--- config.mk ---
export PLATFORM = sky130hd
export DESIGN_NAME = slt_cell
export DESIGN_NICKNAME = d
export VERILOG_FILES = /design/src/design/sorted_list_table_core_macros.svh /design/src/design/slt_pkg.sv /design/src/design/slt_cell.sv
export SDC_FILE = /design/constraint.sdc
export NUM_CORES = 1
export LEC_CHECK = 0
export BUFFER_PORTS_ARGS = -buffer_cell sky130_fd_sc_hd__buf_2
export CAP_MARGIN = 20
export CORE_UTILIZATION = 39
export DETAILED_ROUTE_END_ITERATION = 7
export GPL_ROUTABILITY_DRIVEN = 0
export PLACE_DENSITY = 0.78
export SYNTH_ARGS = -nofsm -noshare
export SYNTH_HDL_FRONTEND = slang
export SYNTH_SLANG_ARGS = --single-unit
--- constraint.sdc ---
create_clock -name clk -period 2.25 [get_ports clk]
set_input_delay 0.1125 -clock clk [delete_from_list [all_inputs] [get_ports clk]]
set_output_delay 0.1125 -clock clk [all_outputs]
set_load 0.005 [all_outputs]
--- src/design/sorted_list_table_core_macros.svh ---
// ----------------------------------------------------------------------------
// sorted list table assertion macros
// concurrent checks sampled on clk, held off during rst
// ----------------------------------------------------------------------------
`ifndef SORTED_LIST_TABLE_CORE_MACROS_SVH
`define SORTED_LIST_TABLE_CORE_MACROS_SVH

// same-cycle implication
`define SLT_ASSERT_SAME(label, ante, cons, msg) \
  label: assert property (@(posedge clk) disable iff (rst) (ante) |-> (cons)) \
    else $error(msg);

// next-cycle implication
`define SLT_ASSERT_NEXT(label, ante, cons, msg) \
  label: assert property (@(posedge clk) disable iff (rst) (ante) |=> (cons)) \
    else $error(msg);

`endif

--- src/design/slt_pkg.sv ---
`timescale 1ns / 1ps
// ----------------------------------------------------------------------------
// slt_pkg
// shared types and constants of the sorted list table
// ----------------------------------------------------------------------------
package slt_pkg;

  localparam int VALUE_W   = 32;
  localparam int ACTION_W  = 3;
  localparam int STATUS_W  = 3;
  localparam int TOTAL_W   = 8;
  localparam int M_TDATA_W = VALUE_W + TOTAL_W;
  localparam int M_TUSER_W = STATUS_W + 3;

  typedef enum logic [ACTION_W-1:0] {
    ACT_INSERT       = 3'd0,
    ACT_DELETE       = 3'd1,
    ACT_LOOKUP       = 3'd2,
    ACT_RESET_CURSOR = 3'd3,
    ACT_READ_NEXT    = 3'd4,
    ACT_CLEAR        = 3'd5
  } action_t;

  typedef enum logic [STATUS_W-1:0] {
    STAT_OK        = 3'd0,
    STAT_FULL      = 3'd1,
    STAT_DUP       = 3'd2,
    STAT_NOT_FOUND = 3'd3,
    STAT_NO_MORE   = 3'd4
  } status_t;

  // broadcast to every cell of the row
  typedef struct packed {
    logic capture;
    logic ins;
    logic del;
    logic clr;
  } cell_ctrl_t;

endpackage

--- src/design/slt_cell.sv ---
`timescale 1ns / 1ps
// ----------------------------------------------------------------------------
// slt_cell
// one slot of the sorted row: holds an entry, compares it with the key and
// takes a neighbor's entry when the row shifts
// ----------------------------------------------------------------------------
module slt_cell #(
  parameter int CNT_W = 8,
  parameter int INDEX = 0
) (
  input  logic                        clk,
  input  logic                        rst,
  input  slt_pkg::cell_ctrl_t         ctrl,
  input  logic [slt_pkg::VALUE_W-1:0] key,
  input  logic [CNT_W-1:0]            cursor,
  input  logic [slt_pkg::VALUE_W-1:0] left_entry,
  input  logic                        left_valid,
  input  logic                        left_ge,
  input  logic [slt_pkg::VALUE_W-1:0] right_entry,
  input  logic                        right_valid,
  output logic [slt_pkg::VALUE_W-1:0] entry,
  output logic                        valid,
  output logic                        ge,
  output logic                        hit,
  output logic [slt_pkg::VALUE_W-1:0] pick
);

  localparam logic [CNT_W-1:0] IDX = CNT_W'(INDEX);

  logic                        lt;
  logic                        eq;
  logic [slt_pkg::VALUE_W-1:0] entry_next;
  logic                        valid_next;

  assign ge   = !(valid && lt);
  assign hit  = valid && eq;
  assign pick = (cursor == IDX) ? entry : '0;

  always_comb begin
    entry_next = entry;
    valid_next = valid;
    if (ctrl.clr) begin
      valid_next = 1'b0;
    end else if (ctrl.ins) begin
      valid_next = left_valid;
      if (ge) begin
        entry_next = left_ge ? left_entry : key;
      end
    end else if (ctrl.del && ge) begin
      entry_next = right_entry;
      valid_next = right_valid;
    end
  end

  always_ff @(posedge clk) begin
    if (ctrl.capture) begin
      lt <= $signed(entry) < $signed(key);
      eq <= entry == key;
    end
    entry <= entry_next;
    if (rst) begin
      valid <= 1'b0;
    end else begin
      valid <= valid_next;
    end
  end

endmodule

* After elaboration in Yosys (flattened, before gate mapping)
Index checks and enable logic that the tools add are counted.
** Operators by class
- Multiplexer cells :: 7
- $lt $le $gt $ge :: 1
- Equality and inequality tests :: 2
- Reduce and logical (&&, ||, !) cells :: 8
- Shift-type cells :: 0
- Div/mod/pow operators :: 0
- $mul :: 0
- Add/subtract/negate cells :: 0
- Bitwise logic cells :: 1
** Operator list (number)
- 2-to-1 mux 32 bit :: 5
- equality test 32 bit :: 1
- < comparator 32 bit :: 1
- logical NOT 8 bit :: 1
- logical AND 1 bit :: 3
- AND reduction 3 bit :: 1
- 2-to-1 mux 1 bit :: 2
- != test 2 bit, second input constant :: 1
- nonzero test 2 bit :: 1
- OR reduction 2 bit :: 1
- logical NOT 1 bit :: 1
- NOT 1 bit :: 1
** Storage, ports and cells
- Output and inout bits :: 67
- Memory bits (read-only) :: 0
- Memories :: 0
- RAM bits :: 0
- Bits in latches :: 0
- Bits in registers :: 35
- Word-level logic and storage cells :: 23

* Longest topological paths before layout
Gate-level depths: netlist of the first run.
- Word-level depth :: 5
- Gate-level depth with buffers :: 7
- Depth with buffers taken out :: 7

* Worst setup path after synthesis of the first run
Ideal clock, no wire load.
- Path type :: reg-to-reg
- From :: reg lt
- To :: reg entry[0] (netlist name) (enable)
- Stages on the path, launching flop included :: 4
- Data required time :: 1.829 ns
- Clock period less this slack :: 2.327 ns
- Setup slack :: -0.077 ns
- Arrival :: 1.906 ns
- Cells stage by stage :: edfxtp_1 -> nand2_1 -> o21ai_0 -> nor2_1
** Between the ends
- Longest elaborated chain between the ends :: 5
** RTL lines
- from (decl) :: line slt_cell.sv:30 : logic lt;
- from (signal assigned) :: line slt_cell.sv:57 : lt <= $signed(entry) < $signed(key);
- logical AND 1 bit :: line slt_cell.sv:35 : assign ge = !(valid && lt);
- logical NOT 1 bit :: line slt_cell.sv:35
- via ge :: line slt_cell.sv:23 : output logic ge,
- logical AND 1 bit :: line slt_cell.sv:49 : end else if (ctrl.del && ge) begin
- nonzero test 2 bit (no line)
- AND reduction 3 bit (no line)
- to (signal assigned) :: line slt_cell.sv:60 : entry <= entry_next;
- to (decl) :: line slt_cell.sv:21 : output logic [slt_pkg::VALUE_W-1:0] entry,
The timed path passes the listed nets, and every way through them passes these cells.
A chain may end at the register's enable or synchronous reset.

* Worst setup path after layout of the first run
- From :: reg entry[14] (netlist name)
- To :: reg lt (data pin)
** Between the ends
- Longest elaborated chain between the ends :: 1
** RTL lines (line)
- < comparator 32 bit :: slt_cell.sv:57
No other way between the ends.

==> summary.md, run 1 <==
| Metric | Value |
|---|---|
| Drt pass-1 iters | `4` |
| Worst EP arrival | `2.02 ns` |
| First-pass GRT wire length | `12600 um` |
| Fin cells | `576` |
| Hold Crit Endpoint | `valid` |
| Pleak | `2.07 nW` |
| Sink Count | `35` |
| CP startpoint kind | `register` |
| Max Slew Vio Count | `0` |
| Post-route clock period utilization | `0.886` |
| Final setup fails | `0` |
| Final hold slack | `0.0411 ns` |
| Crit path max fanout | `3` |
| R2R Setup Slk | `0.26 ns` |
| Final min period | `1.99 ns` |
| Overall routed net length | `8040 um` |
| Syn Inst Count | `303` |
| Worst Hold Depth | `2` |
| Clk Latency, worst-skew pair | `0.28 ns` |
| Avg WL per Cell | `14.0 um` |
| Maximum buffer depth of the clock tree | `2` |
| Die H | `86.6 um` |
| Power Total | `1.73 mW` |
| N_diodes | `0` |
| Pwr dens | `445 nW/um2` |
| Largest net degree at the start of global routing | `67` |
| Mapped cell area | `2790 um2` |
| Core area | `6870 um2` |
| Io pins | `180` |
| Worst slew margin | `0.575` |
| Crit. End Element | `register` |
| Gr usage total | `0.215` |
| Post-route ant nets | `0` |
| Seq/Total Area, Yosys | `0.373` |
| H-tree levels | `2` |
| Vias in the first global route | `2687` |
| TritonCTS clock tree | `done` |
| Reg2reg start | `entry[14]` |
| DIE AREA | `7510 um2` |
| Nets | `624` |
| Layout cells sized above 1 | `0.404` |
| Initial antenna violation count | `0` |
| Setup TNS Final | `0 ns` |
| Final hold violations | `0` |
| Violation count after the first detailed-route iteration | `106` |
| Mapped Nets | `448` |
| HP Class | `input port to register` |
| CP Class | `register to register` |
| Final clock skew | `0.00691 ns` |
| Die X | `86.6 um` |
| Placed Instances | `567` |
| Netlist cell types | `29` |
| CTS buffer count | `5` |
| Clock root buffer | `clkbuf_8` |
| Peak supply drop | `317 uV` |
| Core Rows | `30` |
| YS warnings | `0` |
| Synthesis-to-finish area growth | `38.9%` |
| Drc violations | `0` |
| Worst-path clk slew | `0.07 ns` |
| Register bit total from synthesis | `35` |
| Post-DP HPWL | `6420 um` |
| Mapped Avg Cell Area | `9.22 um2` |
| Worst-Margin Slew | `0.635 ns` |
| GRT overflow | `0` |
| IO buf count | `179` |
| Max frequency | `0.502 GHz` |
| FF-to-FF End | `lt` |
| Min-delay src | `ctrl[0]` |
| Status | `finished, final reports clean` |
| Finished Core Util | `0.565` |
| FF-to-FF path depth | `6` |
| Initial core utilization | `0.407` |
| RSZ-0062 raised after global routing | `no` |
| Critical Path RT | `2.28 ns` |
| Max-cap violations | `0` |
| Post-DR vias/cell | `4.88` |
| Vias | `2811` |
| # fillers | `672` |
stage by stage:
step | worst slack [ns] | instance area (um2)
finish | 0.257 | 3880
global route | 0.0592 | 3880
CTS | 0.0707 | 3870
detailed placement | 0.0907 | 3770
global placement | 0.227 | 3770
floorplan | 0.427 | 2800
worst max-delay path by stage:
| stage | cells past startpoint | end | from |
|---|---|---|---|
| after floorplan | 6 | lt | entry[14] |
| after global routing | 6 | lt | entry[14] |
| final | 6 | lt | entry[14] |
| after global placement | 6 | lt | entry[14] |
| after detailed placement | 6 | lt | entry[14] |
| after CTS | 6 | lt | entry[14] |
sequential cells by signal (all words and copies together) (netlist names):
signal,flops
entry,32
eq,1
lt,1
valid,1
cell usage after synthesis, drive strengths merged:
cell	instances	area share
ha	32	0.14
and2	32	0.072
nor3	3	0.0054
a211oi	1	0.0027
o31a	1	0.0031
nor4	2	0.0045
a21o	2	0.0054
a221oi	1	0.0031
inv	33	0.044
nand3	2	0.0036
or4	2	0.0081
mux2i	32	0.11
buf	6	0.017
a21boi	1	0.0027
edfxtp	34	0.37
nor2b	1	0.0022
nand2	9	0.012
dfxtp	1	0.0072
nand4	7	0.016
o21ai	5	0.0090
nor2	38	0.054
o2111ai	1	0.0031
o22ai	1	0.0022
a221o	1	0.0036
clkbuf	8	0.011
o211ai	1	0.0027
a21oi	46	0.082
where the power goes:
| group | total (mW) | switching [mW] | internal [mW] |
|---|---|---|---|
| Sequential | 0.806 | 0.0300 | 0.776 |
| Combinational | 0.446 | 0.229 | 0.217 |
| Clock | 0.477 | 0.230 | 0.247 |
cell families after synthesis:
kind of cell	Yosys count	synth area share
muxes	32	0.115
AOI/OAI and AO/OA	61	0.120
and+or+nand+nor	96	0.177
buffers and inverters	47	0.0725
DFF	35	0.373
adders and majority gates	32	0.143
layout make-up:
class / instances / area (um2) / share of cell area
multi-input cells: 221 / 1560 / 0.403
flip-flops and latches: 35 / 1040 / 0.268
repair buffers: 183 / 941 / 0.242
inverters: 33 / 124 / 0.0319
well taps: 96 / 120 / 0.0309
clock buffers: 7 / 86.3 / 0.0222
clock inverters: 1 / 5.00 / 0.00129
cell usage in the layout, fill, tap and decap left out, types with 2 or more instances in the layout:
master    instances
ha_1             32
inv_1            33
nand3_1           2
nor2_4            2
buf_4             2
clkbuf_8          6
a21oi_1          46
a21o_1            2
buf_2           179
nand4_1           7
nor2_1           36
or4_4             2
and2_1           32
nor3_1            3
o21ai_0           5
nand2_1           9
mux2i_1          32
edfxtp_1         34
timing repair:
action                                 CTS  global route
buffers inserted                         0             0
setup endpoints to repair                0             1
endpoints found under the hold margin    1             0
gates resized for setup                  0             1
hold buffers                             1             0
critical path, stage by stage, from the launching register on:
cell and delay [ns]:
edfxtp_1 0.43, ha_1 0.33, nand4_1 0.22, nor4_2 0.28, a21boi_0 0.23, o31a_1 0.16
o22ai_1 0.08
routing by layer:
metal / track usage / wire length (um) / vias up
li1: - / - / 1424
met3: 0.0362 / 376 / 4
met2: 0.398 / 4150 / 93
met1: 0.256 / 3470 / 1290
met4: 0.0591 / 43 / 0
met5: 0 / 0 / -
No activity file was read; power rests on OpenSTA's default activity.
==> inputs of run 2 (changes only) <==
--- a/config.mk
+++ b/config.mk
@@ -7,10 +7,11 @@
 export LEC_CHECK = 0
 export BUFFER_PORTS_ARGS = -buffer_cell sky130_fd_sc_hd__buf_2
 export CAP_MARGIN = 20
-export CORE_UTILIZATION = 39
+export CORE_UTILIZATION = 47
 export DETAILED_ROUTE_END_ITERATION = 7
 export GPL_ROUTABILITY_DRIVEN = 0
-export PLACE_DENSITY = 0.78
+export HOLD_SLACK_MARGIN = 0.06
+export PLACE_DENSITY = 0.88
 export SYNTH_ARGS = -nofsm -noshare
 export SYNTH_HDL_FRONTEND = slang
 export SYNTH_SLANG_ARGS = --single-unit
==> constraint.sdc (replaced) <==
create_clock -name clk -period 2.3 [get_ports clk]
set_input_delay 0.115 -clock clk [delete_from_list [all_inputs] [get_ports clk]]
set_output_delay 0.115 -clock clk [all_outputs]
set_load 0.005 [all_outputs]
==> run 2 against run 1 <==
Net effect:
- clock power rose by 4%
- clock-buffer cell count is 1 higher
- core utilization grew 12 points
- global-route usage increased by 3.8 points
- fmax decreased by 4.7%
- routed wire length down 1.2%
- non-clock buffer count is 3 higher
- highest routed layer is now met5
==> summary.md, run 2 (same netlist as run 1, synthesis figures left out) <==
| Metric | Value |
|---|---|
| Largest net degree at the start of global routing | `67 (unchanged)` |
| Post-route ant nets | `0 (unchanged)` |
| DIE AREA | `6260 um2 (-17%)` |
| Post-DR vias/cell | `5.08 (+4.1%)` |
| RSZ-0062 raised after global routing | `no` |
| N_diodes | `0 (unchanged)` |
| H-tree levels | `2 (unchanged)` |
| Nets | `627 (+0.48%)` |
| Status | `finished, final reports clean` |
| Post-DP HPWL | `6340 um (-1.4%)` |
| Setup TNS Final | `0 ns (unchanged)` |
| Crit path max fanout | `3 (unchanged)` |
| Clk Latency, worst-skew pair | `0.28 ns (about the same)` |
| Worst slew margin | `0.566 (-0.00960)` |
| Most common cell after layout, fill and taps aside | `buf_2` |
| Die H | `79.1 um (-8.7%)` |
| Core area | `5610 um2 (-18%)` |
| Post-CTS Setup Inserts | `0 (unchanged)` |
| Violation count after the first detailed-route iteration | `83 (-22%)` |
| Vias in the first global route | `2834 (+5.5%)` |
| Overall routed net length | `7950 um (-1.2%)` |
| CP Class | `register to register` |
| Post-route clock period utilization | `0.909 (+0.0231)` |
| Crit-path cells | `ha_1, nand4_1, nor4_1, a21boi_0, o31a_1, o22ai_1` |
| Io pins | `180 (unchanged)` |
| Number of flip-flops in the largest register | `32 (unchanged)` |
| Final clock skew | `0.00427 ns (-0.00264 ns)` |
| CP Buf/Inv Count | `0 (unchanged)` |
| Power Total | `1.72 mW (-0.55%)` |
| Initial antenna violation count | `1 (+1)` |
| CP max stage cell | `nor4_1` |
| First-pass GRT wire length | `12400 um (-1.2%)` |
| TritonCTS clock tree | `done` |
| Synthesis-to-finish area growth | `38.5%` |
| Cts-stage hold buffer count | `3 (+2)` |
| Critical Path RT | `2.33 ns (+0.05 ns)` |
| Final hold violations | `0 (unchanged)` |
| Maximum buffer depth of the clock tree | `2 (unchanged)` |
| IO buf count | `179 (unchanged)` |
| Avg WL per Cell | `14.3 um (+2.6%)` |
| Max frequency | `0.478 GHz (-4.7%)` |
| Drc violations | `0 (unchanged)` |
| Max-cap violations | `0 (unchanged)` |
| Worst-Margin Slew | `0.650 ns (+0.0144 ns)` |
| Initial core utilization | `0.498 (+0.0915)` |
| Drt pass-1 iters | `4 (unchanged)` |
| NetSw | `473 uW (-3.2%)` |
| Final setup fails | `0 (unchanged)` |
| Vias | `2820 (+0.32%)` |
| Cell area after layout | `3870 um2 (-0.32%)` |
| Crit. End Element | `register` |
| CP startpoint kind | `register` |
| Most frequent cells in the layout | `179 x buf_2, 46 x a21oi_1, 36 x nor2_1` |
| Pleak | `2.08 nW (+0.68%)` |
| Peak supply drop | `233 uV (-27%)` |
| Die X | `79.1 um (-8.7%)` |
| Cts repair resizes | `0 (unchanged)` |
| Clk network pwr share | `0.288 (+0.012)` |
| Most flop-heavy register | `entry` |
| CTS buffer count | `5 (unchanged)` |
| Internal power | `1.25 mW (+0.48%)` |
| Sink Count | `35 (unchanged)` |
| Sw Share | `0.275 (-0.00741)` |
| Crit-path max cell delay | `0.43 ns (about the same)` |
| Register share of total power | `0.459 (-0.007)` |
| Final min period | `2.09 ns (+0.0975 ns)` |
| Layout cells sized above 1 | `0.402 (-0.00251)` |
| Core Rows | `27 (-10%)` |
| CP top delay family | `simple AND/OR/NAND/NOR gates` |
| HP Class | `input port to register` |
| Worst-path clk slew | `0.07 ns (about the same)` |
| Clock root buffer | `clkbuf_8` |
| Max Slew Vio Count | `0 (unchanged)` |
| Gr usage total | `0.254 (+0.0384)` |
| GRT overflow | `0 (unchanged)` |
| Gate power share | `0.253 (-0.005)` |
| Pwr dens | `444 nW/um2 (-0.22%)` |
| Worst EP arrival | `2.12 ns (+0.10 ns)` |
| Cell Area, Placed | `3740 um2 (-0.93%)` |
run 2: through the flow:
stage               hold WS, ns  std cells   util  setup slack [ns]
floorplan                 0.192        303      -             0.477
global placement          0.285        544  0.667             0.352
detailed placement        0.283        544  0.667             0.238
CTS                       0.142        555  0.690             0.211
global route              0.159        555  0.690             0.128
finish                    0.148        555  0.690             0.209
run 2: worst paths after layout:
kind	cells past startpoint	to	start	slack [ns]
max reg2reg	6	lt	entry[13]	0.21
max	6	lt	entry[13]	0.21
min reg2reg	2	lt	entry[31]	0.79
min	3	entry[0]	right_entry[0]	0.15
run 2: area by class of cell:
cell class | count | area, um2
well taps | 72 | 90.1
inverters | 33 | 124
multi-input cells | 221 | 1560
clock buffers | 8 | 100
fillers | 464 | 1740
repair buffers | 186 | 956
flip-flops and latches | 35 | 1040
run 2: layer usage:
metal | share of wire | vias up | track usage
met1 | 0.40 | 1259 | 0.290
met5 | 0.0016 | - | 0
met2 | 0.52 | 116 | 0.478
met3 | 0.055 | 16 | 0.0310
li1 | - | 1427 | -
met4 | 0.020 | 2 | 0.0891
run 2: power by group through the flow:
stage,Sequential [mW],Clock (mW),Combinational (mW)
2_1_floorplan,0.802,0,0.221
3_3_place_gp,0.798,0,0.415
3_5_place_dp,0.804,0,0.430
4_1_cts,0.790,0.505,0.436
5_1_grt,0.795,0.527,0.489
6_report,0.790,0.496,0.434
run 2: worst register-to-register path: cells and delay by family, from the launching register on:
family          cells  cell delay, ns
simple gates        2            0.61
compound gates      3            0.48
fa+ha+maj           1            0.32
flops               1            0.42
